**config.mk**
```make
export PLATFORM = sky130hd
export DESIGN_NAME = rau_queue
export DESIGN_NICKNAME = d
export VERILOG_FILES = /design/src/hw/rtl/rau_pkg.sv /design/src/hw/rtl/rau_queue.sv
export SDC_FILE = /design/constraint.sdc
export NUM_CORES = 1
export LEC_CHECK = 0
export BUFFER_PORTS_ARGS = -buffer_cell sky130_fd_sc_hd__clkbuf_2
export CORE_MARGIN = 5
export CORE_UTILIZATION = 47
export CTS_CLUSTER_DIAMETER = 200
export DETAILED_ROUTE_END_ITERATION = 6
export PLACE_DENSITY_LB_ADDON = 0.1
export SLEW_MARGIN = 10
export SYNTH_ARGS = -nofsm -noshare
export SYNTH_HDL_FRONTEND = slang
export SYNTH_SLANG_ARGS = --single-unit
export TNS_END_PERCENT = 10
```
**constraint.sdc**
```tcl
create_clock -name clk -period 7.2 [get_ports clk]
set_input_delay 0.36 -clock clk [delete_from_list [all_inputs] [get_ports clk]]
set_output_delay 0.36 -clock clk [all_outputs]
set_load 0.1 [all_outputs]
```
**src/hw/rtl/rau_pkg.sv**
```systemverilog
// ----------------------------------------------------------------------------
// Rational arithmetic unit package
// Types, codes and sizes shared by the front end, queue and back end.
// ----------------------------------------------------------------------------
`default_nettype none

package rau_pkg;

	localparam int WORD_BITS_DEF = 32;
	localparam int PORT_BITS     = 32;
	localparam int DEN_BITS      = 31;
	localparam int QUEUE_DEPTH   = 2;

	// command codes
	localparam logic [2:0] CMD_NORM = 3'd0;
	localparam logic [2:0] CMD_ADD  = 3'd1;
	localparam logic [2:0] CMD_SUB  = 3'd2;
	localparam logic [2:0] CMD_MUL  = 3'd3;
	localparam logic [2:0] CMD_DIV  = 3'd4;
	localparam logic [2:0] CMD_CMP  = 3'd5;

	// status codes
	localparam logic [1:0] ST_OK       = 2'd0;
	localparam logic [1:0] ST_DIVZERO  = 2'd1;
	localparam logic [1:0] ST_OVERFLOW = 2'd2;
	localparam logic [1:0] ST_INVALID  = 2'd3;

	// compare outcomes
	localparam logic [1:0] ORD_LESS = 2'd0;
	localparam logic [1:0] ORD_EQ   = 2'd1;
	localparam logic [1:0] ORD_GT   = 2'd2;

	typedef struct packed {
		logic [2:0]         cmd;
		logic signed [31:0] a_num;
		logic signed [31:0] a_den;
		logic signed [31:0] b_num;
		logic signed [31:0] b_den;
	} req_t;

	typedef struct packed {
		logic signed [31:0] res_num;
		logic [30:0]        res_den;
		logic [1:0]         order;
		logic [1:0]         status;
	} rsp_t;

	// control part of one queued job
	typedef struct packed {
		logic       reduce;
		logic       neg;
		logic [1:0] order;
		logic [1:0] status;
	} job_ctl_t;

	typedef enum logic [2:0] {
		FR_IDLE,
		FR_MUL0,
		FR_MUL1,
		FR_MUL2,
		FR_FIN
	} front_state_t;

	typedef enum logic [2:0] {
		BK_IDLE,
		BK_GCD,
		BK_SHIFT,
		BK_DIVN,
		BK_DIVD,
		BK_CHECK
	} back_state_t;

endpackage

`default_nettype wire

```
**src/hw/rtl/rau_queue.sv**
```systemverilog
// ----------------------------------------------------------------------------
// Rational arithmetic unit job queue
// Short first-in first-out buffer between the front end and the back end.
// ----------------------------------------------------------------------------
`default_nettype none

module rau_queue #(
	parameter int WORD_BITS = rau_pkg::WORD_BITS_DEF
) (
	input  wire logic                 clk,
	input  wire logic                 arst_n,
	input  wire logic                 push,
	input  wire rau_pkg::job_ctl_t    in_ctl,
	input  wire logic [2*WORD_BITS:0] in_nmag,
	input  wire logic [2*WORD_BITS:0] in_dmag,
	output logic                      full,
	output logic                      empty,
	input  wire logic                 pop,
	output rau_pkg::job_ctl_t         out_ctl,
	output logic [2*WORD_BITS:0]      out_nmag,
	output logic [2*WORD_BITS:0]      out_dmag
);
	import rau_pkg::*;

	localparam int MW = 2 * WORD_BITS + 1;
	localparam int PW = (QUEUE_DEPTH > 1) ? $clog2(QUEUE_DEPTH) : 1;
	localparam int CW = $clog2(QUEUE_DEPTH + 1);

	job_ctl_t        ctl_mem  [QUEUE_DEPTH];
	logic [MW-1:0]   nmag_mem [QUEUE_DEPTH];
	logic [MW-1:0]   dmag_mem [QUEUE_DEPTH];

	logic [PW-1:0] wr_ptr_q, rd_ptr_q;
	logic [CW-1:0] count_q;

	// status flags
	always_comb begin
		full  = (count_q == CW'(QUEUE_DEPTH));
		empty = (count_q == '0);
	end

	// pointers and fill level
	always_ff @(posedge clk or negedge arst_n) begin
		if (!arst_n) begin
			wr_ptr_q <= '0;
			rd_ptr_q <= '0;
			count_q  <= '0;
		end else begin
			if (push) wr_ptr_q <= (wr_ptr_q == PW'(QUEUE_DEPTH - 1)) ? '0 : wr_ptr_q + 1'b1;
			if (pop)  rd_ptr_q <= (rd_ptr_q == PW'(QUEUE_DEPTH - 1)) ? '0 : rd_ptr_q + 1'b1;
			if (push && !pop) count_q <= count_q + 1'b1;
			else if (pop && !push) count_q <= count_q - 1'b1;
		end
	end

	// entry storage
	always_ff @(posedge clk) begin
		if (push) begin
			ctl_mem[wr_ptr_q]  <= in_ctl;
			nmag_mem[wr_ptr_q] <= in_nmag;
			dmag_mem[wr_ptr_q] <= in_dmag;
		end
	end

	// head of queue
	always_comb begin
		out_ctl  = ctl_mem[rd_ptr_q];
		out_nmag = nmag_mem[rd_ptr_q];
		out_dmag = dmag_mem[rd_ptr_q];
	end

endmodule

`default_nettype wire

```
==> metrics.cfg <==
[outcome]
status = completed

[clock_network]
postCtsSetupRepairBufs = 0
cts_tree = built
cts.clk_slew.worst_paths_ns = 0.06
cts_resized = 0
cts-root-buf = clkbuf_16
cts.sinks = 276
cts-buffers-inserted = 28
cts_max_level = 1
clock_latency_ns = 0.52
cts_hold_buf = 2
clock_path_buffers = 3

[run]
maxCapViolCount = 0

[grt]
grt_max_degree = 74
track_usage = 0.156
grt_overflow = 0
grt_pass1_wl_um = 29600
grt_pass1_vias = 5453
antenna_found_initial = 0

[synthesis]
synth-seq-cells = 276
synth_cell_type_count = 12
synth_mux_area_frac = 0.152
avgSynthCellArea_um2 = 23.0
synth-xor-area-share = 0.00434
syn-cell-area_mm2 = 0.0101
yosysSeqAreaShare = 0.820
syn_inst = 439
yosysWarnings = 0
synthAdderAreaFrac = 0.00124
synth_top_family_by_area = multiplexers
synth-compound-area-share = 0
syn_nets = 580
synthSimpleGateAreaFrac = 0.00261

[critical_path]
endpoint = out_nmag[30]
path_cells = buf_4 -> mux2_2 -> clkbuf_2
crit_slowest_cell = dfrtp_4
reg2reg_to = nmag_mem[0][12]$_DFFE_PP_
worstSetupStartpoint = rd_ptr_q$_DFFE_PN0P_
reg2regPathDepth = 3
ff2ff_setup_slack_ns = 4.58
crit_path_start_kind = register
crit_type = register to output port
crit_path_end_kind = output port
cp_max_fo = 73
slowest_delay_ns = 1.03
worstPathArrival_ns = 3.36
reg2reg_from = wr_ptr_q$_DFFE_PN0P_
cp.required_ns = 6.84

[die]
num_rows = 53
chipWidth_um = 156
start_util = 0.478
dieHeight_um = 156
dieArea_mm2 = 0.0245
ioPinCount = 278
coreArea_mm2 = 0.0211

[finish]
fillers = 1586
final_cell_mix = clkbuf_2 (277), edfxtp_1 (272), mux2_2 (136), clkbuf_16 (29), clkinv_1 (8)
seq_area_mm2 = 0.00827
layout_commonest_cell = clkbuf_2
multiInputGateArea_mm2 = 0.00162
stdcell_count = 1032
drive_above_1_share = 0.604
finalNetCount = 878
area_growth_pct = 24.5

[timing]
fmax_mhz = 269
setup_viol = 0
slew_headroom = 0.308
slew_violations = 0
skew_ns = 0.00955
hold_violations = 0
fin_crit_sh = 0.517
fin_tns_setup_ns = 0
min_period_ns = 3.72
rsz0062_at_grt = false
tightestPinTransition_ns = 1.04

[place]
dp_hpwl_um = 13300
gp_congestion = 0.761
dp_cells = 980
port_buffers = 277

[routing]
antenna_left = 0
post-route-drc-count = 0
first_iter_violations = 249
wl_per_cell_um = 19.3
dr.pass1.iters = 4
via_per_inst = 4.91
routed_wl_um = 19900
vias = 5071

[min_path]
hold_class = primary input to register

worst max-delay path: cells and delay by family (launching register included):
kind,cells,cell delay [ns]
flops,1,1.03
mux,1,0.46
buf+inv,2,1.17
worst min path at each step:
stage / startpoint / cells after the start / slack, ns / end
floorplan: arst_n / 0 / 0.06 / count_q[0]$_DFFE_PN0P_
global placement: arst_n / 1 / 0.17 / count_q[1]$_DFFE_PN0P_
detailed placement: arst_n / 1 / 0.17 / count_q[1]$_DFFE_PN0P_
CTS: in_nmag[36] / 1 / 0.0002 / nmag_mem[0][36]$_DFFE_PP_
global route: in_nmag[30] / 1 / 0.004 / nmag_mem[1][30]$_DFFE_PP_
finish: in_dmag[24] / 1 / 0.03 / dmag_mem[1][24]$_DFFE_PP_
sequential cells by signal, indices dropped and copies added, names as in the netlist:
name / count
nmag_mem: 130
ctl_mem: 12
count_q: 2
wr_ptr_q: 1
dmag_mem: 130
rd_ptr_q: 1
cell type report:
cell class,count,share of cell area
inverter,1,0.000299
tap,275,0.0274
clock inverter,16,0.00987
timing repair buffer,283,0.114
sequential,276,0.659
clock buffer,33,0.0590
antenna,1,0.000199
multi-input combinational,147,0.129
metrics by stage:
step | hold WS (ns) | utilization | setup WS (ns) | instance area (µm²)
2_1_floorplan | 0.0644 | - | 0.141 | 10100
3_3_place_gp | 0.168 | 0.553 | 4.06 | 11700
3_5_place_dp | 0.174 | 0.553 | 4.01 | 11700
4_1_cts | 0.000199 | 0.595 | 3.44 | 12500
5_1_grt | 0.00414 | 0.595 | 3.30 | 12500
6_report | 0.0253 | 0.595 | 3.48 | 12500
cells by family after synthesis:
group | after synthesis
xor gates and xnor gates | 5
adders and majority gates | 1
and+or+nand+nor | 5
buffers and inverters | 16
muxes | 136
DFF | 276
layer usage:
metal,vias up,GRT usage,routed length (µm)
met4,0,0.0421,413
met2,193,0.262,9920
li1,2346,-,-
met5,-,0,0
met3,35,0.0498,1760
met1,2497,0.198,7810
synthesized netlist by cell type (all sizes together):
master  instances  area, µm²
clkbuf         10        138
mux2          136       1530
buf             5       56.3
dfrtp           4        100
and2            1       6.26
ha              1       12.5
nor2            2       7.51
inv             1       3.75
edfxtp        272       8170
xnor2           1       8.76
nor2b           2       12.5
xor2            4       35.0
Power is left out: the tool's default activity adds up to more than one toggle a clock period on the data nets, which glitch-free logic cannot reach.
