<file path="src/hw/rtl/rau_pkg.sv">
// ----------------------------------------------------------------------------
// Rational arithmetic unit package
// Types, codes and sizes shared by the front end, queue and back end.
// ----------------------------------------------------------------------------
`default_nettype none

package rau_pkg;

	localparam int WORD_BITS_DEF = 32;
	localparam int PORT_BITS     = 32;
	localparam int DEN_BITS      = 31;
	localparam int QUEUE_DEPTH   = 2;

	// command codes
	localparam logic [2:0] CMD_NORM = 3'd0;
	localparam logic [2:0] CMD_ADD  = 3'd1;
	localparam logic [2:0] CMD_SUB  = 3'd2;
	localparam logic [2:0] CMD_MUL  = 3'd3;
	localparam logic [2:0] CMD_DIV  = 3'd4;
	localparam logic [2:0] CMD_CMP  = 3'd5;

	// status codes
	localparam logic [1:0] ST_OK       = 2'd0;
	localparam logic [1:0] ST_DIVZERO  = 2'd1;
	localparam logic [1:0] ST_OVERFLOW = 2'd2;
	localparam logic [1:0] ST_INVALID  = 2'd3;

	// compare outcomes
	localparam logic [1:0] ORD_LESS = 2'd0;
	localparam logic [1:0] ORD_EQ   = 2'd1;
	localparam logic [1:0] ORD_GT   = 2'd2;

	typedef struct packed {
		logic [2:0]         cmd;
		logic signed [31:0] a_num;
		logic signed [31:0] a_den;
		logic signed [31:0] b_num;
		logic signed [31:0] b_den;
	} req_t;

	typedef struct packed {
		logic signed [31:0] res_num;
		logic [30:0]        res_den;
		logic [1:0]         order;
		logic [1:0]         status;
	} rsp_t;

	// control part of one queued job
	typedef struct packed {
		logic       reduce;
		logic       neg;
		logic [1:0] order;
		logic [1:0] status;
	} job_ctl_t;

	typedef enum logic [2:0] {
		FR_IDLE,
		FR_MUL0,
		FR_MUL1,
		FR_MUL2,
		FR_FIN
	} front_state_t;

	typedef enum logic [2:0] {
		BK_IDLE,
		BK_GCD,
		BK_SHIFT,
		BK_DIVN,
		BK_DIVD,
		BK_CHECK
	} back_state_t;

endpackage

`default_nettype wire

</file>
<file path="src/hw/rtl/rau_front.sv">
// ----------------------------------------------------------------------------
// Rational arithmetic unit front end
// Accepts commands, forms cross products with one shared multiplier and
// classifies each transaction into a reduction job or a finished answer.
// ----------------------------------------------------------------------------
`default_nettype none

module rau_front #(
	parameter int WORD_BITS = rau_pkg::WORD_BITS_DEF
) (
	input  wire logic                    clk,
	input  wire logic                    arst_n,
	input  wire logic                    start,
	output logic                         busy,
	input  wire rau_pkg::req_t           req,
	output logic                         push,
	output rau_pkg::job_ctl_t            job_ctl,
	output logic [2*WORD_BITS:0]         job_nmag,
	output logic [2*WORD_BITS:0]         job_dmag,
	input  wire logic                    full
);
	import rau_pkg::*;

	localparam int W  = WORD_BITS;
	localparam int MW = 2 * WORD_BITS + 1;

	front_state_t state_q, state_d;

	logic [2:0]            cmd_q;
	logic signed [W-1:0]   an_q, ad_q, bn_q, bd_q;
	logic signed [2*W-1:0] p0_q, p1_q, p2_q;

	logic signed [W-1:0]   mul_a, mul_b;
	logic signed [2*W-1:0] prod;

	logic signed [MW-1:0]  s0, s1, s2, sum;
	logic [MW-1:0]         m0, m1, msum, ma, md;
	logic                  bad_den;

	// next state
	always_comb begin
		state_d = state_q;
		unique case (state_q)
			FR_IDLE: if (start) state_d = FR_MUL0;
			FR_MUL0: state_d = FR_MUL1;
			FR_MUL1: state_d = FR_MUL2;
			FR_MUL2: state_d = FR_FIN;
			FR_FIN:  if (!full) state_d = FR_IDLE;
			default: state_d = FR_IDLE;
		endcase
	end

	// handshake outputs
	always_comb begin
		busy = (state_q != FR_IDLE);
		push = (state_q == FR_FIN) && !full;
	end

	always_ff @(posedge clk or negedge arst_n) begin
		if (!arst_n) state_q <= FR_IDLE;
		else state_q <= state_d;
	end

	// operand select for the shared multiplier
	always_comb begin
		mul_a = an_q;
		mul_b = (cmd_q == CMD_MUL) ? bn_q : bd_q;
		unique case (state_q)
			FR_MUL1: begin
				mul_a = bn_q;
				mul_b = ad_q;
			end
			FR_MUL2: begin
				mul_a = ad_q;
				mul_b = bd_q;
			end
			default: ;
		endcase
		prod = mul_a * mul_b;
	end

	// operand capture and product registers
	always_ff @(posedge clk) begin
		if (state_q == FR_IDLE && start) begin
			cmd_q <= req.cmd;
			an_q  <= req.a_num[W-1:0];
			ad_q  <= req.a_den[W-1:0];
			bn_q  <= req.b_num[W-1:0];
			bd_q  <= req.b_den[W-1:0];
		end
		if (state_q == FR_MUL0) p0_q <= prod;
		if (state_q == FR_MUL1) p1_q <= prod;
		if (state_q == FR_MUL2) p2_q <= prod;
	end

	// cross-product combination and magnitudes
	always_comb begin
		s0   = MW'(p0_q);
		s1   = MW'(p1_q);
		s2   = MW'(p2_q);
		sum  = (cmd_q == CMD_SUB) ? (s0 - s1) : (s0 + s1);
		m0   = s0[MW-1] ? MW'(-s0) : MW'(s0);
		m1   = s1[MW-1] ? MW'(-s1) : MW'(s1);
		msum = sum[MW-1] ? MW'(-sum) : MW'(sum);
		ma   = an_q[W-1] ? MW'(-MW'(an_q)) : MW'(an_q);
		md   = ad_q[W-1] ? MW'(-MW'(ad_q)) : MW'(ad_q);
		bad_den = ad_q[W-1] || (ad_q == '0) || bd_q[W-1] || (bd_q == '0);
	end

	// job classification
	always_comb begin
		job_ctl.reduce = 1'b0;
		job_ctl.neg    = 1'b0;
		job_ctl.order  = ORD_LESS;
		job_ctl.status = ST_OK;
		job_nmag       = '0;
		job_dmag       = '0;
		priority if (cmd_q == CMD_NORM) begin
			job_ctl.reduce = 1'b1;
			job_ctl.neg    = an_q[W-1] ^ ad_q[W-1];
			job_nmag       = ma;
			job_dmag       = md;
		end else if (cmd_q > CMD_CMP || bad_den) begin
			job_ctl.status = ST_INVALID;
		end else if (cmd_q == CMD_ADD || cmd_q == CMD_SUB) begin
			job_ctl.reduce = 1'b1;
			job_ctl.neg    = sum[MW-1];
			job_nmag       = msum;
			job_dmag       = MW'(s2);
		end else if (cmd_q == CMD_MUL) begin
			job_ctl.reduce = 1'b1;
			job_ctl.neg    = s0[MW-1];
			job_nmag       = m0;
			job_dmag       = MW'(s2);
		end else if (cmd_q == CMD_DIV) begin
			job_ctl.reduce = 1'b1;
			job_ctl.neg    = s0[MW-1] ^ s1[MW-1];
			job_nmag       = m0;
			job_dmag       = m1;
		end else begin
			job_ctl.order = (p0_q < p1_q) ? ORD_LESS : ((p0_q == p1_q) ? ORD_EQ : ORD_GT);
		end
	end

endmodule

`default_nettype wire

</file>
<file path="config.mk">
export PLATFORM = sky130hd
export DESIGN_NAME = rau_front
export DESIGN_NICKNAME = d
export VERILOG_FILES = /design/src/hw/rtl/rau_pkg.sv /design/src/hw/rtl/rau_front.sv
export SDC_FILE = /design/constraint.sdc
export NUM_CORES = 2
export LEC_CHECK = 0
export ABC_CLOCK_PERIOD_IN_PS = 12000
export BUFFER_PORTS_ARGS = -buffer_cell sky130_fd_sc_hd__buf_2
export CORE_UTILIZATION = 59
export DETAILED_ROUTE_END_ITERATION = 10
export GPL_TIMING_DRIVEN = 0
export PLACE_DENSITY = 0.78
export SYNTH_ARGS = -nofsm -noshare
export SYNTH_HDL_FRONTEND = slang
export SYNTH_SLANG_ARGS = --single-unit
export TNS_END_PERCENT = 1
</file>
<file path="constraint.sdc">
create_clock -name clk -period 12 [get_ports clk]
set_input_delay 2.4 -clock clk [delete_from_list [all_inputs] [get_ports clk]]
set_output_delay 2.4 -clock clk [all_outputs]
set_load 0.01 [all_outputs]
</file>
==> flow_summary_export.csv <==
group,metric,value,unit
run_status,status,"finished, violations left",
run_status,violations,"design-rule violations, max-capacitance violations, max-slew violations, negative setup slack",
detailed_routing,drt_iter0_drc,8780,
synth,synth_nets,8545,
setup_path,cp_common_cell,"fa_1",
timing,setup-violations-final,23,
synth,synthTopCellsByArea,"fa_1, edfxtp_1, inv_1",
grt,grt_max_degree,68,
synth,synth_fa_ha_area_share,41.0,%
synth,synthMostInstantiatedCell,"inv_1",
detailed_routing,vias_per_cell,6.78,
timing,worst_pin_slew,1.68,ns
synth,async_flop_share,0.920,%
detailed_routing,antenna_left,0,
setup_path,required,12.38,ns
clocking,cts_htree_levels,2,
synth,synth_seq_cells,326,
synth,synth_xor_area_share,4.87,%
synth,seq_area_frac_synth,15.6,%
clocking,cts_buffers,36,
hold_path,hold_class,"reg -> reg",
detailed_routing,post_drt_wl_per_cell,33.0,um
detailed_routing,wl,290000,um
finish,syn_to_final_growth,8.15,%
timing,max_freq,81.5,MHz
placed_design,portBuffers,272,
floorplan,die_width,328,um
setup_path,endpoint_kind,"flop",
timing,slew_viol_final,25,
synth,yosys_warnings,0,
detailed_routing,dr.pass1.iters,11,
placed_design,dp_hpwl,237000,um
synth,synth_top_family_by_area,"adder cells",
floorplan,fp.coreArea,105000,um2
synth,synth_compound_area_share,13.8,%
synth,synthCells,7009,
grt,grt_pass1_vias,59200,
grt,antenna_found_initial,17,
detailed_routing,num_vias,59500,
floorplan,die_h,328,um
clocking,clk_transition_reported_paths,0.06,ns
finish,utilization,64.4,%
setup_path,reg2reg_from,"state_q[2]$_DFFE_PN0P_",
clocking,clock_path_buffers,3,
grt,grt_usage,54.2,%
floorplan,pin_count,273,
grt,grt_pass1_wl,412000,um
finish,nNetsFinal,8881,
synth,synth_common_cells,"inv_1, fa_1, nor2_1",
detailed_routing,drc_errors,5,
setup_path,cp_top_family,"adder cells",
setup_path,cp_max_fo,10,
synth,avgSynthCellArea,8.94,um2
synth,synth_top_area_cell,"fa_1",
setup_path,crit_type,"reg -> reg",
setup_path,cp-startpoint,"state_q[2]$_DFFE_PN0P_",
clocking,cts.sinks,326,
timing,rsz0062_at_grt,"yes",
grt,gr-total-overflow,0,
synth,synth_top_area_share,34.6,%
setup_path,critPathSlowestCell,"clkbuf_1",
synth,synth.distinct_cells,98,
setup_path,slowest_delay,0.95,ns
floorplan,rows,119,
clocking,clock_latency,0.65,ns
setup_path,worstPathBufferInverterCount,7,
clocking,clockRootBuffer,"clkbuf_16",
synth,synth_edf_count,323,
synth,synthMuxAreaShare,0.655,%
timing,fin_ws,-0.266,ns
synth,synthFlopType,"edfxtp_1",
timing,max_slew_margin,-12.7,%
clocking,cts_tree,"done",
timing,hold_viol_final,0,
setup_path,start_kind,"flop",
setup_path,regToRegSetupSlack,-0.27,ns
setup_path,arrival,12.64,ns
job,drv_cap,5,
floorplan,start_util,59.5,%
timing,min_period_over_period,102,%
floorplan,dieArea,107000,um2
timing,period_minus_slack,12.27,ns
placed_design,routabilityCongestion,1.17,
clocking,cts_hold_buffers,0,
hold_path,hp-start,"state_q[2]$_DFFE_PN0P_",
timing,fin_skew,0.0746,ns
synth,synthSimpleGateAreaFrac,15.1,%
finish,drive_above_1_share,7.54,%
synth,synth_area,62600,um2
==> metrics by stage <==
stage | hold slack, ns | instances | cell area [um2] | setup WS (ns) | TNS, ns
after floorplan | 0.482 | 7009 | 62600 | 1.74 | 0
after global placement | 0.509 | 8672 | 65700 | -3.14 | -177.03
after detailed placement | 0.576 | 8692 | 66000 | -2.34 | -75.05
after CTS | 0.569 | 8758 | 67500 | -0.00168 | -0.00168
after global routing | 0.585 | 8763 | 67700 | -0.354 | -5.90
final | 0.570 | 8776 | 67700 | -0.266 | -2.95
==> placed cells by master, fill, tap and decap left out, types with 65 or more instances in the layout <==
cell type	Yosys	routed
nand4_1	68	68
o21a_1	75	70
a21o_1	69	69
a21oi_1	293	292
edfxtp_1	323	323
nor4_1	80	80
fa_1	1084	1083
inv_1	1112	1111
o31ai_1	99	99
ha_1	317	317
nor3_1	100	98
buf_2	21	295
xnor2_1	257	257
clkbuf_1	319	261
nand2_1	728	728
xor2_1	91	90
a22oi_1	65	65
o21ai_0	281	262
nor2_1	730	724
==> kinds of logic after synthesis <==
group,count (synthesis)
xor+xnor,348
compound gates,1322
simple gates,2086
mux,41
fa+ha+maj,1402
buf+inv,1484
flops,326
==> flip-flops by register name, indices dropped and copies added, names as in the netlist, 32 cells and up <==
register	count
ad_q	32
bn_q	32
bd_q	32
p0_q	64
p1_q	64
an_q	32
p2_q	64
==> layer usage <==
metal  track usage [%]  share of wire (%)  vias up  wire length [um]
met5             0.488              0.073        -               212
met4              44.6                 11       22             30700
met3              23.9                 16     1534             47500
met2              74.2                 40     5457            115000
met1              65.7                 33    28900             97000
li1                  -                  -    23700                 -
==> cell type report <==
type / instances / area (um2)
clock buffer: 42 / 923
tap: 1391 / 1740
fill: 8807 / 37500
sequential: 326 / 9780
multi-input combinational: 5199 / 47500
clock inverter: 23 / 332
antenna: 13 / 32.5
inverter: 1113 / 4200
timing repair buffer: 303 / 1700
buffer: 366 / 1540
==> worst paths after layout <==
check,depth (start not counted),end
worst max-delay path,34,p2_q[60]$_DFFE_PN_
worst min-delay path,1,state_q[0]$_DFFE_PN0P_
worst max register to register,34,p2_q[60]$_DFFE_PN_
worst min register to register,1,state_q[0]$_DFFE_PN0P_
max in group asynchronous,1,state_q[0]$_DFFE_PN0P_
min in group asynchronous,1,state_q[0]$_DFFE_PN0P_
==> timing repair <==
item | in CTS | in global routing
hold endpoints to repair | 0 | 0
setup endpoints to repair | 69 | 59
resized for setup | 93 | 59
setup buffers | 5 | 5
pin swaps | 4 | 0
Power is not shown: default switching activity piles up to over one toggle a cycle in this logic, so the estimate is an artifact.
